--- config.mk ---
export PLATFORM = sky130hd
export DESIGN_NAME = pse_ctrl
export DESIGN_NICKNAME = d
export VERILOG_FILES = /design/src/pse_pkg.sv /design/src/pse_ctrl.sv
export SDC_FILE = /design/constraint.sdc
export NUM_CORES = 1
export LEC_CHECK = 0
export BUFFER_PORTS_ARGS = -buffer_cell sky130_fd_sc_hd__buf_2
export CORE_AREA = 2 2 39 41
export DETAILED_ROUTE_END_ITERATION = 10
export DIE_AREA = 0 0 41 43
export SYNTH_ARGS = -nofsm -noshare
export SYNTH_HDL_FRONTEND = slang
export SYNTH_SLANG_ARGS = --single-unit
--- constraint.sdc ---
create_clock -name clk -period 2.4 [get_ports clk]
set_input_delay 0.48 -clock clk [delete_from_list [all_inputs] [get_ports clk]]
set_output_delay 0.48 -clock clk [all_outputs]
set_load 0.02 [all_outputs]
--- src/pse_pkg.sv ---
// shared types and codes of the postfix stack evaluator
package pse_pkg;

  localparam int WORD_W = 64;

  // command codes
  localparam logic [1:0] CMD_PUSH   = 2'd0;
  localparam logic [1:0] CMD_OP     = 2'd1;
  localparam logic [1:0] CMD_FINISH = 2'd2;

  // operator codes
  localparam logic [3:0] OP_ADD = 4'd0;
  localparam logic [3:0] OP_SUB = 4'd1;
  localparam logic [3:0] OP_MUL = 4'd2;
  localparam logic [3:0] OP_DIV = 4'd3;
  localparam logic [3:0] OP_REM = 4'd4;
  localparam logic [3:0] OP_SHL = 4'd5;
  localparam logic [3:0] OP_SHR = 4'd6;
  localparam logic [3:0] OP_AND = 4'd7;
  localparam logic [3:0] OP_XOR = 4'd8;
  localparam logic [3:0] OP_OR  = 4'd9;

  // result status codes
  localparam logic [2:0] STAT_OK       = 3'd0;
  localparam logic [2:0] STAT_UNDER    = 3'd1;
  localparam logic [2:0] STAT_DIVZERO  = 3'd2;
  localparam logic [2:0] STAT_BADOP    = 3'd3;
  localparam logic [2:0] STAT_OVERFLOW = 3'd4;
  localparam logic [2:0] STAT_LEFTOVER = 3'd5;

  // configuration register indexes
  localparam logic REG_ZERO_DIV_MODE = 1'b0;

  typedef enum logic [2:0] {
    S_IDLE,
    S_EXEC,
    S_MUL,
    S_DIV,
    S_COMMIT
  } state_t;

  // controller to datapath
  typedef struct packed {
    logic accept;
    logic commit;
    logic mul_start;
    logic div_start;
  } ctrl_cmd_t;

  // datapath to controller
  typedef struct packed {
    logic need_mul;
    logic need_div;
    logic mul_done;
    logic div_done;
  } dp_status_t;

endpackage

--- src/pse_ctrl.sv ---
// controller state machine of the postfix stack evaluator
module pse_ctrl (
  input  logic               clk,
  input  logic               rst,
  input  logic               in_valid,
  output logic               in_stall,
  output logic               out_valid,
  input  logic               out_stall,
  input  pse_pkg::dp_status_t stat,
  output pse_pkg::ctrl_cmd_t  ctl
);
  import pse_pkg::*;

  state_t state;
  state_t state_next;
  logic   out_free;

  assign out_free = !out_valid || !out_stall;
  assign in_stall = (state != S_IDLE);

  // state register
  always_ff @(posedge clk) begin
    if (rst) begin
      state <= S_IDLE;
    end else begin
      state <= state_next;
    end
  end

  // next state
  always_comb begin
    state_next = state;
    unique case (state)
      S_IDLE: begin
        if (in_valid) state_next = S_EXEC;
      end
      S_EXEC: begin
        if (stat.need_mul) state_next = S_MUL;
        else if (stat.need_div) state_next = S_DIV;
        else if (out_free) state_next = S_IDLE;
      end
      S_MUL: begin
        if (stat.mul_done) state_next = S_COMMIT;
      end
      S_DIV: begin
        if (stat.div_done) state_next = S_COMMIT;
      end
      S_COMMIT: begin
        if (out_free) state_next = S_IDLE;
      end
      default: state_next = S_IDLE;
    endcase
  end

  // command outputs
  always_comb begin
    ctl = '0;
    unique case (state) inside
      S_IDLE: begin
        ctl.accept = in_valid;
      end
      S_EXEC: begin
        ctl.mul_start = stat.need_mul;
        ctl.div_start = stat.need_div && !stat.need_mul;
        ctl.commit    = !stat.need_mul && !stat.need_div && out_free;
      end
      S_COMMIT: begin
        ctl.commit = out_free;
      end
      S_MUL, S_DIV: begin
        ctl = '0;
      end
      default: ctl = '0;
    endcase
  end

  // output word valid
  always_ff @(posedge clk) begin
    if (rst) begin
      out_valid <= 1'b0;
    end else if (ctl.commit) begin
      out_valid <= 1'b1;
    end else if (!out_stall) begin
      out_valid <= 1'b0;
    end
  end

`ifndef NO_ASSERTIONS
  // a result never overwrites a word still waiting at the output
  a_commit_free: assert property (@(posedge clk) disable iff (rst)
    ctl.commit |-> (!out_valid || !out_stall))
    else $error("commit while output word is held");

  // multiplier finishes only while the controller waits for it
  a_mul_done: assert property (@(posedge clk) disable iff (rst)
    stat.mul_done |-> (state == S_MUL))
    else $error("multiplier done outside wait state");

  // divider finishes only while the controller waits for it
  a_div_done: assert property (@(posedge clk) disable iff (rst)
    stat.div_done |-> (state == S_DIV))
    else $error("divider done outside wait state");
`endif

endmodule

After elaboration in Yosys (flattened, before gate mapping)
Index checks and enable logic that the tools add are counted.
- multipliers: 0
- divide/modulo/power cells: 0
- reduce and logical (&&, ||, !) cells: 11
- $lt $le $gt $ge: 0
- add/sub/neg operators: 0
- eq/ne operators: 8
- shift operators: 0
- mux-type cells: 12
- bitwise gates (word level): 0
- operators by type and width (kind ; number):
    3-bit two-way mux ; 6
    3-bit case mux with 5 select lines ; 1
    3-bit by 2-bit == test with 1-bit output (second input constant) ; 2
    2-bit inequality test (second input constant) ; 3
    1-bit zero test ; 4
    3-bit by 1-bit == test with 1-bit output (second input constant) ; 1
    3-bit == test (second input constant) ; 1
    1-bit logical AND ; 3
    3-bit zero test ; 1
    1-bit two-way mux ; 3
    3-bit AND reduction ; 1
    3-bit nonzero test ; 1
    2-bit two-way mux ; 1
    2-bit by 1-bit inequality test with 1-bit output (second input constant) ; 1
    1-bit case mux with 2 select lines ; 1
    1-bit logical OR ; 1
- output and inout port bits: 6
- memories kept: 0
- flip-flop bits (word level): 4
- RAM bits: 0
- logic and storage cells: 33
- bits in read-only memories: 0
- input port bits: 8
- latch bits: 0

Longest topological paths before layout
Gate-level depths: netlist of the first run.
- depth after elaboration: 6
- gate-level depth with buffers: 4
- gate-level depth less buffers: 3

Worst setup path before layout of the first run
No wires, ideal clock.
- path type: reg2out
- from: register state[0]
- to: output ctl[3] in the netlist's numbering
- required time: 1.920 ns
- buffers on the path: 1
- cell stages (with the launch flop): 4
- setup slack: 0.634 ns
- arrival: 1.286 ns
- cell sequence: dfxtp_1 buf_6 or3_2 nor2_1
- RTL lines (what ; line ; RTL):
    from (decl) ; pse_ctrl.sv:14 ; state_t state;
    from (signal assigned) ; pse_ctrl.sv:26 ; state <= state_next;
    to (decl) ; pse_ctrl.sv:10 ; output pse_pkg::ctrl_cmd_t ctl

==> impl_metrics.toml, run 1 <==
[yosys]
async_reset_ff_share_pct = 0
synth_top_area_cell = "dfxtp_1"
synth_cells = 35
yosys.area.top_type_share_pct = 29.1
ys_seq_area_share_pct = 29.1
synth_flop_cell = "dfxtp_1"
synth_common_cells = "dfxtp_1, nor2_1, inv_1, nand2_1"
synth.cell_area_um2 = 275
synth.distinct_cells = 22
syn_area_per_cell_um2 = 7.86
ys_top_cells_by_area = "dfxtp_1, nor4b_1, nor2_1, buf_6, inv_1"
synth.net_count = 43
synth-seq-cells = 4
ys_warn_count = 0
synth_edf_count = 0

[worst_setup_path]
worstReg2RegEnd = "state[0]$_SDFFE_PP0P_"
slowest_stage = "dfxtp_1"
startpoint = "state[0]$_SDFFE_PP0P_"
reg2regPathDepth = 3
start_kind = "flop"
path_class = "flop to output port"
reg2reg_slack_ns = 1.21
path_delay_family = "simple AND/OR/NAND/NOR gates"
end_kind = "output port"
r2r_start = "state[0]$_SDFFE_PP0P_"
required_ns = 1.92
cp_max_fo = 10
slowest_delay_ns = 0.48
crit_path_cell_trace = "inv_1 > nor4_1 > and2_1 > buf_2"
crit_buf_inv = 2
cp.arrival_ns = 1.50

[clocking]
htree_levels = 1
cts_tree = "done"
post-cts-setup-buffers = 0
insertion_delay_ns = 0.23
cts.path.max_buffers = 2
clk_pin_slew_worst_paths_ns = 0.04
cts-resized-gates = 0
cts_sinks = 4
cts-root-buf = "clkbuf_4"
cts_hold_buf = 0
cts_buffers = 3

[timing]
min_period_ns = 1.98
finalSetupViolations = 0
skew_ns = 0.00493
fmax_mhz = 504
rsz0062_at_grt = "no"
tightest_slew_ns = 0.323
setup_tns_ns = 0
final-max-slew-violation-count = 0
timing.final.crit_share_pct = 82.6
hold_viol = 0
final.setup.worst_slack_ns = 0.417
worst_slew_margin_rel_pct = 78.2

[worst_hold_path]
holdCritStartpoint = "rst"
hold_depth = 2
holdCritPathClass = "primary input to flop"
min_to = "out_valid$_SDFFE_PP0P_"

[die]
placementRows = 14
fp.coreArea_mm2 = 0.00138
io_pins = 14
die_y_um = 43
initial_core_util_pct = 19.9
die-area_mm2 = 0.00176
dieWidth_um = 41

[placed_design]
dp_slack_ns = 0.570
routabilityCongestion = 0.661
placed_area_um2 = 342
numPortBuffers = 13
hpwlAfterDp_um = 494
dpl.cell_count = 62

[finish]
nFillCells = 162
multi_input_area_um2 = 165
area_growth_pct = 32.3
diodes = 0
seq_area_um2 = 80.1
instances_no_fill = 65
layout.nets = 59
drive_above_1_share_pct = 36.7
final_cell_area_um2 = 364

[grt]
grt_max_degree = 11
grt_pass1_vias = 250
grt_pass1_wl_um = 972
overflow = 0
track_usage_pct = 8.33
antenna_found_initial = 0

[power_and_ir_drop]
cellPowerDensity_mw_per_mm2 = 588
power_leakage_nw = 0.161
ir_worst_vdd_mv = 0.190

[routing]
totalWireLength_um = 593
dr.pass1.iters = 3
vias_per_cell = 4.54
wl_per_cell_um = 9.12
post-route-drc-count = 0
first_iter_violations = 2
num_vias = 295
postRouteAntennaNets = 0

[flow_run]
maxCapViolCount = 0

[status]
status = "complete, no violations"
-- final cells by class --
class,instances,area share [%]
flip-flops and latches,4,22.0
clock buffers,3,6.19
multi-input cells,26,45.4
repair buffers,13,17.9
well taps,16,5.50
inverters,3,3.09
-- worst max-delay path by stage --
stage	to	slack (ns)	depth (start not counted)
6_report	ctl[0]	0.42	4
3_5_place_dp	ctl[2]	0.57	5
4_1_cts	ctl[0]	0.41	4
2_1_floorplan	ctl[3]	0.63	3
5_1_grt	ctl[2]	0.25	4
3_3_place_gp	ctl[2]	0.56	5
-- cells in the final DEF (no fill, tap or decap), types with 2 or more instances in the layout --
master     n
a21oi_1    2
buf_2     13
clkbuf_4   3
dfxtp_1    4
inv_1      3
nand2_1    3
nor2_1     4
nor4b_1    2
o21ai_0    2
-- metrics by stage --
| step | utilization, % | hold slack (ns) | power [mW] |
|---|---|---|---|
| 5_1_grt | 26.3 | 0.479 | 0.231 |
| 3_3_place_gp | 24.7 | 0.519 | 0.135 |
| 2_1_floorplan | - | 0.510 | 0.119 |
| 6_report | 26.3 | 0.478 | 0.214 |
| 4_1_cts | 26.3 | 0.465 | 0.220 |
| 3_5_place_dp | 24.7 | 0.524 | 0.135 |
-- power breakdown --
| part | internal (mW) | switching, mW |
|---|---|---|
| logic | 0.0246 | 0.0296 |
| registers | 0.0715 | 0.00832 |
| clock network | 0.0557 | 0.0246 |
-- cells by family (layout without fill, tap and decap cells) --
logic type / after synthesis / after routing / share of synthesized area (%)
AOI/OAI and AO/OA: 8 / 8 / 20.0
buffers and inverters: 5 / 19 / 10.9
DFF: 4 / 4 / 29.1
muxes: 1 / 1 / 3.64
and+or+nand+nor: 17 / 17 / 36.4
-- routing by layer --
layer  GRT usage [%]  vias up  routed length (um)
li1                -      157                   -
met5               0        -                   0
met3            3.14        0                  45
met4            6.00        0                   0
met1            10.3      130                 270
met2            11.3        8                 277
-- state kept, by name, summed over array words and instances (netlist names) --
| register | cells |
|---|---|
| out_valid | 1 |
| state | 3 |
(Power assumes the default switching activity.)
==> run 2: changes to the inputs <==
clock period = 1.84 ns   (was 2.4 ns; I/O delays follow)
==> run 2 against run 1 <==
Sequential cell count is the same. Clock power grew 31%. Via count grew 3.4%. First-iteration DRC count grew 50%. Sequential share of layout area shrank 0.96 points. Clock-buffer cell count is the same. Final area grew 6.2%. Total power grew 34%. Clock skew shrank 0.0016 ns. Final cell count is the same.
==> impl_metrics.toml, run 2 (synthesized netlist as in run 1, its figures left out) <==
[status]
status = "complete, no violations"

[timing]
timing.hold.ws_ns = 0.366
finalSetupViolations = 0
tightest_slew_ns = 0.360
skew_ns = 0.00329
worst_slew_margin_rel_pct = 76.0
fmax_mhz = 579
timing.final.crit_share_pct = 93.9
final.setup.worst_slack_ns = 0.112
rsz0062_at_grt = "yes"
hold_viol = 0
min_period_ns = 1.73
setup_tns_ns = 0
final-max-slew-violation-count = 0

[finish]
instances_no_fill = 65
largestRegisters = "state (3), out_valid (1)"
final_cell_area_um2 = 387
largest_reg_flops = 3
diodes = 0
largest_register = "state"
area_growth_pct = 40.5
layout.nets = 59
layout_common_cells = "buf_2, nor2_1"
final_common_cell = "buf_2"
drive_above_1_share_pct = 42.9

[worst_setup_path]
start_kind = "flop"
worstReg2RegEnd = "state[2]$_SDFFE_PP0P_"
cp.arrival_ns = 1.36
r2r_start = "state[2]$_SDFFE_PP0P_"
crit_path_cell_trace = "nor4b_2 > o21ai_0 > a21oi_1 > buf_2"
required_ns = 1.47
path_class = "flop to output port"
end_kind = "output port"
cp_max_fo = 9
reg2regPathDepth = 3
slowest_stage = "dfxtp_1"
slowest_delay_ns = 0.40
reg2reg_slack_ns = 0.61

[power_and_ir_drop]
power_leakage_nw = 0.164
ir_worst_vdd_mv = 0.263
cellPowerDensity_mw_per_mm2 = 743

[grt]
grt_max_degree = 11
overflow = 0
grt_pass1_wl_mm = 1.00
track_usage_pct = 9.05
antenna_found_initial = 0
grt_pass1_vias = 247

[clocking]
cts.path.max_buffers = 2
htree_levels = 1
cts_tree = "done"
insertion_delay_ns = 0.23
clk_pin_slew_worst_paths_ns = 0.04
cts_hold_buf = 0
cts_buffers = 3
post-cts-setup-buffers = 0
cts_sinks = 4
cts-root-buf = "clkbuf_4"

[routing]
vias_per_cell = 4.69
wl_per_cell_um = 10.4
first_iter_violations = 3
post-route-drc-count = 0
num_vias = 305
postRouteAntennaNets = 0
totalWireLength_um = 675
dr.pass1.iters = 3

[die]
die_y_um = 43
placementRows = 14
initial_core_util_pct = 19.9
dieWidth_um = 41
fp.coreArea_mm2 = 0.00138
io_pins = 14
die-area_mm2 = 0.00176

[worst_hold_path]
holdCritStartpoint = "rst"
min_to = "out_valid$_SDFFE_PP0P_"
holdCritPathClass = "primary input to flop"
hold_depth = 2

[placed_design]
placed_area_um2 = 342
hpwlAfterDp_um = 515
dpl.cell_count = 62
routabilityCongestion = 0.661
dp_slack_ns = 0.230
numPortBuffers = 13

[flow_run]
maxCapViolCount = 0
## run 2: changes by cell type in the layout (fill, tap and decap cells not counted)
cell,previous run,this run
dfxtp_1,4,3
dfxtp_2,0,1
nor4_1,1,0
nor4_4,0,1
nor4b_1,2,1
nor4b_2,0,1
## run 2: cell type report
class                      instances  area, um^2
clock buffer                       3        22.5
fill                             155         997
inverter                           3        11.3
multi-input combinational         26         186
sequential                         4        81.3
tap                               16        20.0
timing repair buffer              13        65.1
## run 2: power by group
group          total [mW]  leakage (nW)  internal (mW)  switching (mW)
clock               0.105        0.0138         0.0727          0.0319
sequential          0.106        0.0330         0.0938          0.0124
combinational      0.0764         0.117         0.0348          0.0416
total               0.287         0.164          0.201          0.0859
## run 2: worst max-delay path by stage
stage | start | slack, ns | depth (start not counted) | end
after global routing | state[2]$_SDFFE_PP0P_ | 0.003 | 4 | ctl[2]
after floorplan | state[0]$_SDFFE_PP0P_ | 0.19 | 3 | ctl[3]
after global placement | state[0]$_SDFFE_PP0P_ | 0.27 | 4 | ctl[0]
after CTS | state[0]$_SDFFE_PP0P_ | 0.09 | 4 | ctl[0]
final | state[2]$_SDFFE_PP0P_ | 0.11 | 4 | ctl[2]
after detailed placement | state[0]$_SDFFE_PP0P_ | 0.23 | 4 | ctl[0]
## run 2: stage by stage
| stage | util, % | total power, mW |
|---|---|---|
| after floorplan | - | 0.155 |
| after global placement | 24.7 | 0.176 |
| after global routing | 27.9 | 0.307 |
| final | 27.9 | 0.287 |
| after CTS | 26.4 | 0.288 |
| after detailed placement | 24.7 | 0.177 |
## run 2: per-layer routing
metal	global-route usage [%]	vias to the layer above	share of wire [%]
met2	11.9	8	47
met5	0	-	0
met4	8.00	0	0.59
met1	10.0	139	46
li1	-	156	-
met3	4.71	2	6.4
## run 2: what timing repair did
| item | in CTS | in global routing |
|---|---|---|
| setup endpoints to repair | 1 | 2 |
| pin swaps | 0 | 0 |
| gates resized for setup | 1 | 3 |
## run 2: worst max-delay path, delay by kind of cell, from the launching register on
kind,cells,cell delay [ns]
flops,1,0.40
simple gates,1,0.29
compound gates,2,0.26
buf+inv,1,0.17
==> run 3: changes to the inputs <==
CTS_BUF_LIST = sky130_fd_sc_hd__clkbuf_8 sky130_fd_sc_hd__clkbuf_16   (was default)
REMOVE_ABC_BUFFERS = 1   (was default)
==> run 3 against run 2 <==
Routed wire length fell by 1.9%. Register-to-register slack gained 0.07 ns. Worst setup slack gained 0.021 ns. Critical path type unchanged.
==> impl_metrics.toml, run 3 (synthesized netlist as in run 1, its figures left out) <==
[worst_hold_path]
holdCritPathClass = "primary input to flop"
holdCritStartpoint = "rst"

[die]
die_y_um = 43
die-area_mm2 = 0.00176
dieWidth_um = 41
placementRows = 14
fp.coreArea_mm2 = 0.00138
io_pins = 14
initial_core_util_pct = 19.9

[placed_design]
routabilityCongestion = 0.692
placed_area_um2 = 342
numPortBuffers = 13
hpwlAfterDp_um = 499
dpl.cell_count = 62

[routing]
num_vias = 295
totalWireLength_um = 662
post-route-drc-count = 0
dr.pass1.iters = 2
wl_per_cell_um = 10.2
postRouteAntennaNets = 0
first_iter_violations = 4
vias_per_cell = 4.54

[finish]
nFillCells = 162
largest_register = "state"
instances_no_fill = 65
final_common_cell = "buf_2"
fin_util_pct = 28.2
area_growth_pct = 41.8
final_cell_area_um2 = 390
layout.nets = 59
drive_above_1_share_pct = 40.8
diodes = 0
largest_reg_flops = 3
largestRegisters = "state (3), out_valid (1)"
layout_common_cells = "buf_2, nor2_1"

[timing]
finalSetupViolations = 0
min_period_ns = 1.71
hold_viol = 0
fmax_mhz = 586
setup_tns_ns = 0
rsz0062_at_grt = "no"
worst_slew_margin_rel_pct = 81.1
skew_ns = 0.00375
timing.final.crit_share_pct = 92.8
tightest_slew_ns = 0.283
final-max-slew-violation-count = 0

[clocking]
clk_pin_slew_worst_paths_ns = 0.03
cts.path.max_buffers = 2
cts_buffers = 3
cts-root-buf = "clkbuf_8"
insertion_delay_ns = 0.22
htree_levels = 1
cts_tree = "done"
cts_sinks = 4

[power_and_ir_drop]
cellPowerDensity_mw_per_mm2 = 922
power_mw = 0.360
ir_worst_vdd_mv = 0.312
power_leakage_nw = 0.170

[worst_setup_path]
cp_max_fo = 9
end_kind = "output port"
r2r_start = "state[2]$_SDFFE_PP0P_"
startpoint = "state[2]$_SDFFE_PP0P_"
cp.arrival_ns = 1.34
slowest_delay_ns = 0.37
start_kind = "flop"
slowest_stage = "dfxtp_1"
required_ns = 1.47
crit_path_cell_trace = "nor4b_1 > o21ai_0 > a21oi_1 > buf_2"
path_class = "flop to output port"

[grt]
track_usage_pct = 9.44
antenna_found_initial = 0
grt_pass1_vias = 248
overflow = 0
grt_max_degree = 11
grt_pass1_wl_mm = 1.06

[flow_run]
maxCapViolCount = 0

[status]
status = "complete, no violations"
## run 3: layer usage
| layer | part of all wire (%) | track usage (%) |
|---|---|---|
| met5 | 0 | 0 |
| met2 | 43 | 12.2 |
| met3 | 8.0 | 4.71 |
| met4 | 3.2 | 8.00 |
| met1 | 46 | 10.9 |
## run 3: stage by stage
stage / hold slack, ns / setup WS (ns)
global route: 0.396 / 0.00905
global placement: 0.518 / 0.278
detailed placement: 0.532 / 0.215
finish: 0.382 / 0.133
CTS: 0.380 / 0.0928
floorplan: 0.437 / 0.162
## run 3: layout make-up
class	count	area (um^2)	area share [%]
Multi-Input combinational cell	26	171	43.9
Clock buffer	3	41.3	10.6
Sequential cell	4	81.3	20.8
Tap cell	16	20.0	5.13
Timing Repair Buffer	13	65.1	16.7
Inverter	3	11.3	2.88
## run 3: final timing paths
kind	endpoint	slack (ns)	cells after the start
worst max-delay path	ctl[2]	0.13	4
worst min-delay path	state[2]$_SDFFE_PP0P_	0.38	2
worst max register to register	state[2]$_SDFFE_PP0P_	0.68	3
worst min register to register	out_valid$_SDFFE_PP0P_	0.53	2
## run 3: worst max-delay path: cells and delay by family (launching register included)
kind            cells  cell delay [ns]
flops               1             0.37
buf+inv             1             0.17
compound gates      2             0.27
simple gates        1             0.30
## run 3: what timing repair did
action / in CTS / in global routing
setup endpoints to repair: 1 / 1
hold endpoints to repair: 0 / 0
pin swaps: 0 / 0
setup buffers: 0 / 0
hold buffers: 0 / 0
gates resized for setup: 1 / 1
## run 3: where the power goes
part | switching (mW) | internal, mW
logic | 0.0397 | 0.0328
registers | 0.0114 | 0.0940
clock network | 0.0429 | 0.139
